==> src/rtl/sprite_animation_sequencer_unit_defines.svh <==
// ----------------------------------------------------------------------------
// Assertion macros for the sprite animation sequencer
// Concurrent assertion wrappers that compile away in synthesis builds.
// ----------------------------------------------------------------------------
`ifndef SPRITE_ANIMATION_SEQUENCER_UNIT_DEFINES_SVH
`define SPRITE_ANIMATION_SEQUENCER_UNIT_DEFINES_SVH

`ifndef SYNTHESIS
// Property that must hold at every clock edge outside reset.
`define SAS_ASSERT(lbl, clk, rst_n, prop) \
  lbl: assert property (@(posedge clk) disable iff (!rst_n) (prop)) \
    else $error("sas assertion failed");
// Antecedent in one cycle implies consequent in the next.
`define SAS_ASSERT_NEXT(lbl, clk, rst_n, ante, cons) \
  lbl: assert property (@(posedge clk) disable iff (!rst_n) (ante) |=> (cons)) \
    else $error("sas assertion failed");
`else
`define SAS_ASSERT(lbl, clk, rst_n, prop)
`define SAS_ASSERT_NEXT(lbl, clk, rst_n, ante, cons)
`endif

`endif

==> src/rtl/sas_pkg.sv <==
`timescale 1ns / 1ps
// ----------------------------------------------------------------------------
// sas_pkg
// Types and constants shared by the sprite animation sequencer modules.
// ----------------------------------------------------------------------------
package sas_pkg;

  // Frame numbers at or above this count take the wrap or hold rule.
  localparam int unsigned MAX_FRAMES = 256;

  // Bits of a frame number, and so the steps of the restoring divider.
  localparam int unsigned FRAME_W   = 8;
  localparam int unsigned DIV_STEPS = FRAME_W;

  // Item commands.
  localparam logic FUNC_TICK = 1'b0;
  localparam logic FUNC_LOAD = 1'b1;

  // Configuration register indexes.
  typedef enum logic [2:0] {
    CFG_FRAME_WIDTH    = 3'd0,
    CFG_FRAME_HEIGHT   = 3'd1,
    CFG_SHEET_COLUMNS  = 3'd2,
    CFG_FIRST_FRAME    = 3'd3,
    CFG_LAST_FRAME     = 3'd4,
    CFG_FRAME_DELAY_US = 3'd5,
    CFG_LOOP_ENABLE    = 3'd6
  } cfg_idx_e;

  // Reset values of the configuration registers.
  localparam logic [12:0] RST_FRAME_WIDTH    = 13'd2;
  localparam logic [12:0] RST_FRAME_HEIGHT   = 13'd2;
  localparam logic [8:0]  RST_SHEET_COLUMNS  = 9'd1;
  localparam logic [7:0]  RST_FIRST_FRAME    = 8'd0;
  localparam logic [7:0]  RST_LAST_FRAME     = 8'd0;
  localparam logic [19:0] RST_FRAME_DELAY_US = 20'd1000000;
  localparam logic        RST_LOOP_ENABLE    = 1'b1;

  typedef struct packed {
    logic [2:0]  index;
    logic [19:0] value;
  } cfg_word_t;

  typedef struct packed {
    logic        func;
    logic [19:0] elapsed_us;
    logic [7:0]  new_frame;
  } in_word_t;

  typedef struct packed {
    logic [7:0]  frame_index;
    logic [19:0] rect_left;
    logic [19:0] rect_top;
    logic [20:0] rect_right;
    logic [20:0] rect_bottom;
    logic        anim_done;
  } out_word_t;

  typedef struct packed {
    logic [12:0] frame_width;
    logic [12:0] frame_height;
    logic [8:0]  sheet_columns;
    logic [7:0]  first_frame;
    logic [7:0]  last_frame;
    logic [19:0] frame_delay_us;
    logic        loop_enable;
  } cfg_t;

  // Divider command and status.
  typedef struct packed {
    logic         start;
    logic [7:0]   dividend;
    logic [8:0]   divisor;
  } div_req_t;

  typedef struct packed {
    logic         done;
    logic [7:0]   quotient;
    logic [8:0]   remainder;
  } div_rsp_t;

  // Sequencer states.
  typedef enum logic [3:0] {
    S_IDLE,
    S_ACCUM,
    S_STEP,
    S_DIV_START,
    S_DIV,
    S_MUL_LEFT,
    S_MUL_TOP,
    S_OUT
  } seq_state_e;

endpackage

==> src/rtl/sas_divider.sv <==
`timescale 1ns / 1ps
// ----------------------------------------------------------------------------
// sas_divider
// Restoring divider, one quotient bit per cycle through a shared subtractor.
// ----------------------------------------------------------------------------
`include "sprite_animation_sequencer_unit_defines.svh"

module sas_divider import sas_pkg::*; (
  input  logic     clk_i,
  input  logic     rst_ni,
  input  div_req_t req_i,
  output div_rsp_t rsp_o
);

  localparam int unsigned CntW = $clog2(DIV_STEPS);

  logic            busy_q, busy_d;
  logic            done_q, done_d;
  logic [CntW-1:0] cnt_q, cnt_d;
  logic [8:0]      rem_q, rem_d;
  logic [7:0]      quo_q, quo_d;
  logic [8:0]      divisor_q, divisor_d;

  logic [8:0]      trial;
  logic [9:0]      diff;

  // The partial remainder stays below the divisor (at most 255), so the
  // shifted trial value fits in nine bits.
  assign trial = {rem_q[7:0], quo_q[7]};
  assign diff  = {1'b0, trial} - {1'b0, divisor_q};

  always_comb begin
    busy_d    = busy_q;
    done_d    = 1'b0;
    cnt_d     = cnt_q;
    rem_d     = rem_q;
    quo_d     = quo_q;
    divisor_d = divisor_q;
    if (req_i.start) begin
      busy_d    = 1'b1;
      cnt_d     = '0;
      rem_d     = '0;
      quo_d     = req_i.dividend;
      divisor_d = req_i.divisor;
    end else if (busy_q) begin
      if (!diff[9]) begin
        rem_d = diff[8:0];
        quo_d = {quo_q[6:0], 1'b1};
      end else begin
        rem_d = trial;
        quo_d = {quo_q[6:0], 1'b0};
      end
      cnt_d = cnt_q + 1'b1;
      if (cnt_q == CntW'(DIV_STEPS - 1)) begin
        busy_d = 1'b0;
        done_d = 1'b1;
      end
    end
  end

  always_ff @(posedge clk_i or negedge rst_ni) begin
    if (!rst_ni) begin
      busy_q <= 1'b0;
      done_q <= 1'b0;
      cnt_q  <= '0;
    end else begin
      busy_q <= busy_d;
      done_q <= done_d;
      cnt_q  <= cnt_d;
    end
  end

  always_ff @(posedge clk_i) begin
    rem_q     <= rem_d;
    quo_q     <= quo_d;
    divisor_q <= divisor_d;
  end

  assign rsp_o.done      = done_q;
  assign rsp_o.quotient  = quo_q;
  assign rsp_o.remainder = rem_q;

  `SAS_ASSERT(a_done_after_busy, clk_i, rst_ni, done_q |-> $past(busy_q))
  `SAS_ASSERT(a_rem_below_divisor, clk_i, rst_ni, done_q |-> (rem_q < divisor_q))
  `SAS_ASSERT(a_start_when_free, clk_i, rst_ni, req_i.start |-> !busy_q)

endmodule

==> config.mk <==
export PLATFORM = sky130hd
export DESIGN_NAME = sas_divider
export DESIGN_NICKNAME = d
export VERILOG_FILES = /design/src/rtl/sas_pkg.sv /design/src/rtl/sas_divider.sv
export VERILOG_INCLUDE_DIRS = /design/src /design/src/rtl
export SDC_FILE = /design/constraint.sdc
export NUM_CORES = 1
export LEC_CHECK = 0
export BUFFER_PORTS_ARGS = -buffer_cell sky130_fd_sc_hd__buf_2
export CAP_MARGIN = 20
export CELL_PAD_IN_SITES_DETAIL_PLACEMENT = 0
export CELL_PAD_IN_SITES_GLOBAL_PLACEMENT = 2
export CORE_MARGIN = 5
export CORE_UTILIZATION = 35
export CTS_BUF_LIST = sky130_fd_sc_hd__clkbuf_8
export CTS_CLUSTER_SIZE = 28
export DETAILED_ROUTE_END_ITERATION = 12
export PLACE_DENSITY_LB_ADDON = 0.1
export SLEW_MARGIN = 25
export SYNTH_ARGS = -nofsm -noshare
export SYNTH_HDL_FRONTEND = slang
export SYNTH_SLANG_ARGS = --single-unit
export TNS_END_PERCENT = 5
==> constraint.sdc <==
create_clock -name clk_i -period 2.32 [get_ports clk_i]
set_input_delay 0.348 -clock clk_i [delete_from_list [all_inputs] [get_ports clk_i]]
set_output_delay 0.348 -clock clk_i [all_outputs]
set_load 0.05 [all_outputs]
==> impl_metrics.ini <==
[final_layout]
finalNetCount = 240
num_antenna_cells = 0
regArea_um2 = 815.8
drive_above_1_share = 0.2871
fillers = 490
multi_input_area_um2 = 824.5
syn_to_final_growth_pct = 20.58
finalCoreUtilization = 0.4382

[detailed_routing]
viasPerCell = 4.931
drt-wirelength-per-cell_um = 14.53
drcViolationCount = 0
wl_um = 4009
ant_nets = 0
first_pass_iters = 5
drtIter0Drc = 87
vias = 1361

[sta]
setup_viol = 0
report.final.slew_viol_count = 0
rsz0062_at_grt = no
layout_setup_ws_ns = 0.1939
fin_crit_sh = 0.9164
tightest_slew_ns = 0.4821
whs_ns = 0.2362
slew_headroom = 0.6774
final_hold_viol_count = 0
finalSetupTns_ns = 0
fmax_ghz = 0.4703
fin_skew_ns = 0.005437
fin_crit_ns = 2.126

[power]
p_per_area_nw_per_um2 = 721.5
p_int_mw = 1.018
leakagePower_nw = 0.9601
power.share.clock = 0.286
power_frac_seq = 0.438
pwr-share-comb = 0.276
peakVddDrop_mv = 0.2796
switching_share = 0.3269
switchingPower_uw = 494.6

[die]
design.die.area_um2 = 6479
initial_core_util = 0.3634
coreArea_um2 = 4786
die_h_um = 80.49
die_w_um = 80.49
ios = 38
row_count = 25

[yosys]
yosysSeqAreaShare = 0.4691
synthFlopType = edfxtp_1
postSynthCellCount = 167
synth_nets = 199
synth_warnings = 0
async_reset_ff_frac = 0.1613
synth.distinct_cells = 43
synth_edf_count = 17
netlist_area_um2 = 1739
ys_ff_latch = 31
synth_area_per_cell_um2 = 10.41

[cts]
htreeDepth = 2
numCtsBuffers = 5
root_buffer = clkbuf_8
clk_latency_ns = 0.28
clock_path_buffers = 2
cts_tree = yes
cts.clk_slew.worst_paths_ns = 0.07
post_cts_resized = 0
cts_sinks = 31

[worst_setup_path]
cp-end-kind = flop
cp_data_required_time_ns = 2.54
arrival_ns = 2.35
cp_top_family = compound AO/OA/AOI/OAI gates
critPathMaxStageDelay_ns = 0.40
crit_slowest_cell = fa_1
startpoint_type = flop
crit_type = reg -> reg
crit_chain = inv_1 > ha_1 > fa_1 > or2b_1 > a21oi_2 > o21ai_0 > a221o_1 > nand3_1
worstPathBufferInverterCount = 1
cp_max_fo = 5

[grt]
grtUsageTotal = 0.1367
grt_pass1_wl_um = 6748
antenna_found_initial = 0
overflow = 0
grt_pass1_vias = 1368
grt_max_degree = 17

[placement]
dp_hpwl_um = 3034
gp_congestion = 0.8056
portBuffers = 37
dpl_worst_slack_ns = 0.2282

[job]
max_cap_viol_count = 0

[run_status]
status = completed

[hold_path]
worst_hold_path_type = in -> reg
power by group through the flow:
stage | Combinational, mW | Sequential [mW] | Clock, mW
after floorplan | 0.212 | 0.773 | 0
after global placement | 0.420 | 0.673 | 0
after detailed placement | 0.416 | 0.675 | 0
after CTS | 0.419 | 0.665 | 0.449
after global routing | 0.460 | 0.670 | 0.486
final | 0.417 | 0.663 | 0.433
through the flow:
stage	power, mW	instance area [um2]	std cells
2_1_floorplan	0.9850	1743	167
6_report	1.513	2097	276
3_3_place_gp	1.093	1996	267
3_5_place_dp	1.091	1996	267
4_1_cts	1.532	2097	276
5_1_grt	1.616	2097	276
synthesized netlist by cell type, types with 3 or more instances:
| cell type | number | share of area |
|---|---|---|
| nor2_1 | 22 | 0.047 |
| edfxtp_1 | 17 | 0.29 |
| inv_1 | 15 | 0.032 |
| ha_1 | 11 | 0.079 |
| dfxtp_1 | 9 | 0.10 |
| nand2_1 | 8 | 0.017 |
| mux2_2 | 7 | 0.045 |
| a21oi_1 | 6 | 0.017 |
| dfrtp_1 | 5 | 0.072 |
| o21ai_0 | 5 | 0.014 |
| xnor2_1 | 5 | 0.025 |
| clkbuf_1 | 4 | 0.0086 |
| nand3_1 | 4 | 0.012 |
| a21o_1 | 3 | 0.013 |
| nand4_1 | 3 | 0.011 |
| nand4b_1 | 3 | 0.015 |
| o31ai_1 | 3 | 0.013 |
worst register-to-register path, stage by stage, from the launching register on:
cell      delay (ns)
edfxtp_1        0.37
inv_1           0.05
ha_1            0.21
fa_1            0.40
or2b_1          0.27
a21oi_2         0.26
o21ai_0         0.14
a221o_1         0.31
nand3_1         0.08
timing repair:
item                      CTS  global route
setup buffers               0             0
hold buffers                1             0
hold endpoints to repair    5             0
cells by family after synthesis:
group	count (synthesis)	synth area share
AOI/OAI and AO/OA	35	0.1532
xor gates and xnor gates	5	0.02518
adders and majority gates	12	0.09065
buffers and inverters	23	0.05898
DFF	31	0.4691
muxes	9	0.05684
and+or+nand+nor	52	0.1461
metal layers:
metal / track usage / routed length, um / vias to the layer above
met5: 0 / 0 / -
met4: 0.04899 / 70 / 0
met3: 0.04821 / 222 / 8
met2: 0.2061 / 1821 / 37
met1: 0.1797 / 1895 / 630
li1: - / - / 686
placed cells by master, fill, tap and decap left out, types with 2 or more instances in the layout:
cell type  count
a21o_1         3
a21oi_1        5
a21oi_2        2
a221o_1        2
a311oi_1       2
a32oi_1        2
a41oi_1        2
and2_1         2
buf_2         37
buf_4          4
clkbuf_8       6
dfrtp_1        5
dfxtp_1        9
edfxtp_1      17
ha_1          11
inv_1         16
mux2_2         7
mux2i_1        2
nand2_1        8
nand2b_1       2
nand3_1        4
nand4_1        3
nand4b_1       3
nor2_1        22
nor2b_1        2
nor3_1         2
o211a_1        2
o21ai_0        5
o31ai_1        3
xnor2_1        5
cell type report:
| cell class | instances | share of cell area |
|---|---|---|
| Multi-Input combinational cell | 113 | 0.3932 |
| Sequential cell | 31 | 0.3890 |
| Timing Repair Buffer | 42 | 0.1074 |
| Tap cell | 67 | 0.03998 |
| Clock buffer | 6 | 0.03938 |
| Inverter | 15 | 0.02685 |
| Clock inverter | 2 | 0.004177 |
worst paths after layout:
| kind | end | cells after the start | from | slack, ns |
|---|---|---|---|---|
| min | divisor_q[3]$_DFFE_PP_ | 1 | req_i[3] | 0.24 |
| min in group asynchronous | cnt_q[1]$_DFFE_PN0P_ | 2 | rst_ni | 0.41 |
| max reg2reg | rem_q[8]$_SDFFE_PP0P_ | 8 | quo_q[7]$_DFFE_PP_ | 0.19 |
| max | rem_q[8]$_SDFFE_PP0P_ | 8 | quo_q[7]$_DFFE_PP_ | 0.19 |
| max in group asynchronous | cnt_q[2]$_DFFE_PN0P_ | 2 | rst_ni | 1.79 |
| min reg2reg | rem_q[8]$_SDFFE_PP0P_ | 2 | rem_q[8]$_SDFFE_PP0P_ | 0.49 |
state kept, by name, summed over array words and instances, names as in the netlist:
name and cells:
cnt_q 3, divisor_q 9, done_q 1, quo_q 8, rem_q 9, busy_q 1
Power figures use the tool's default switching activity.
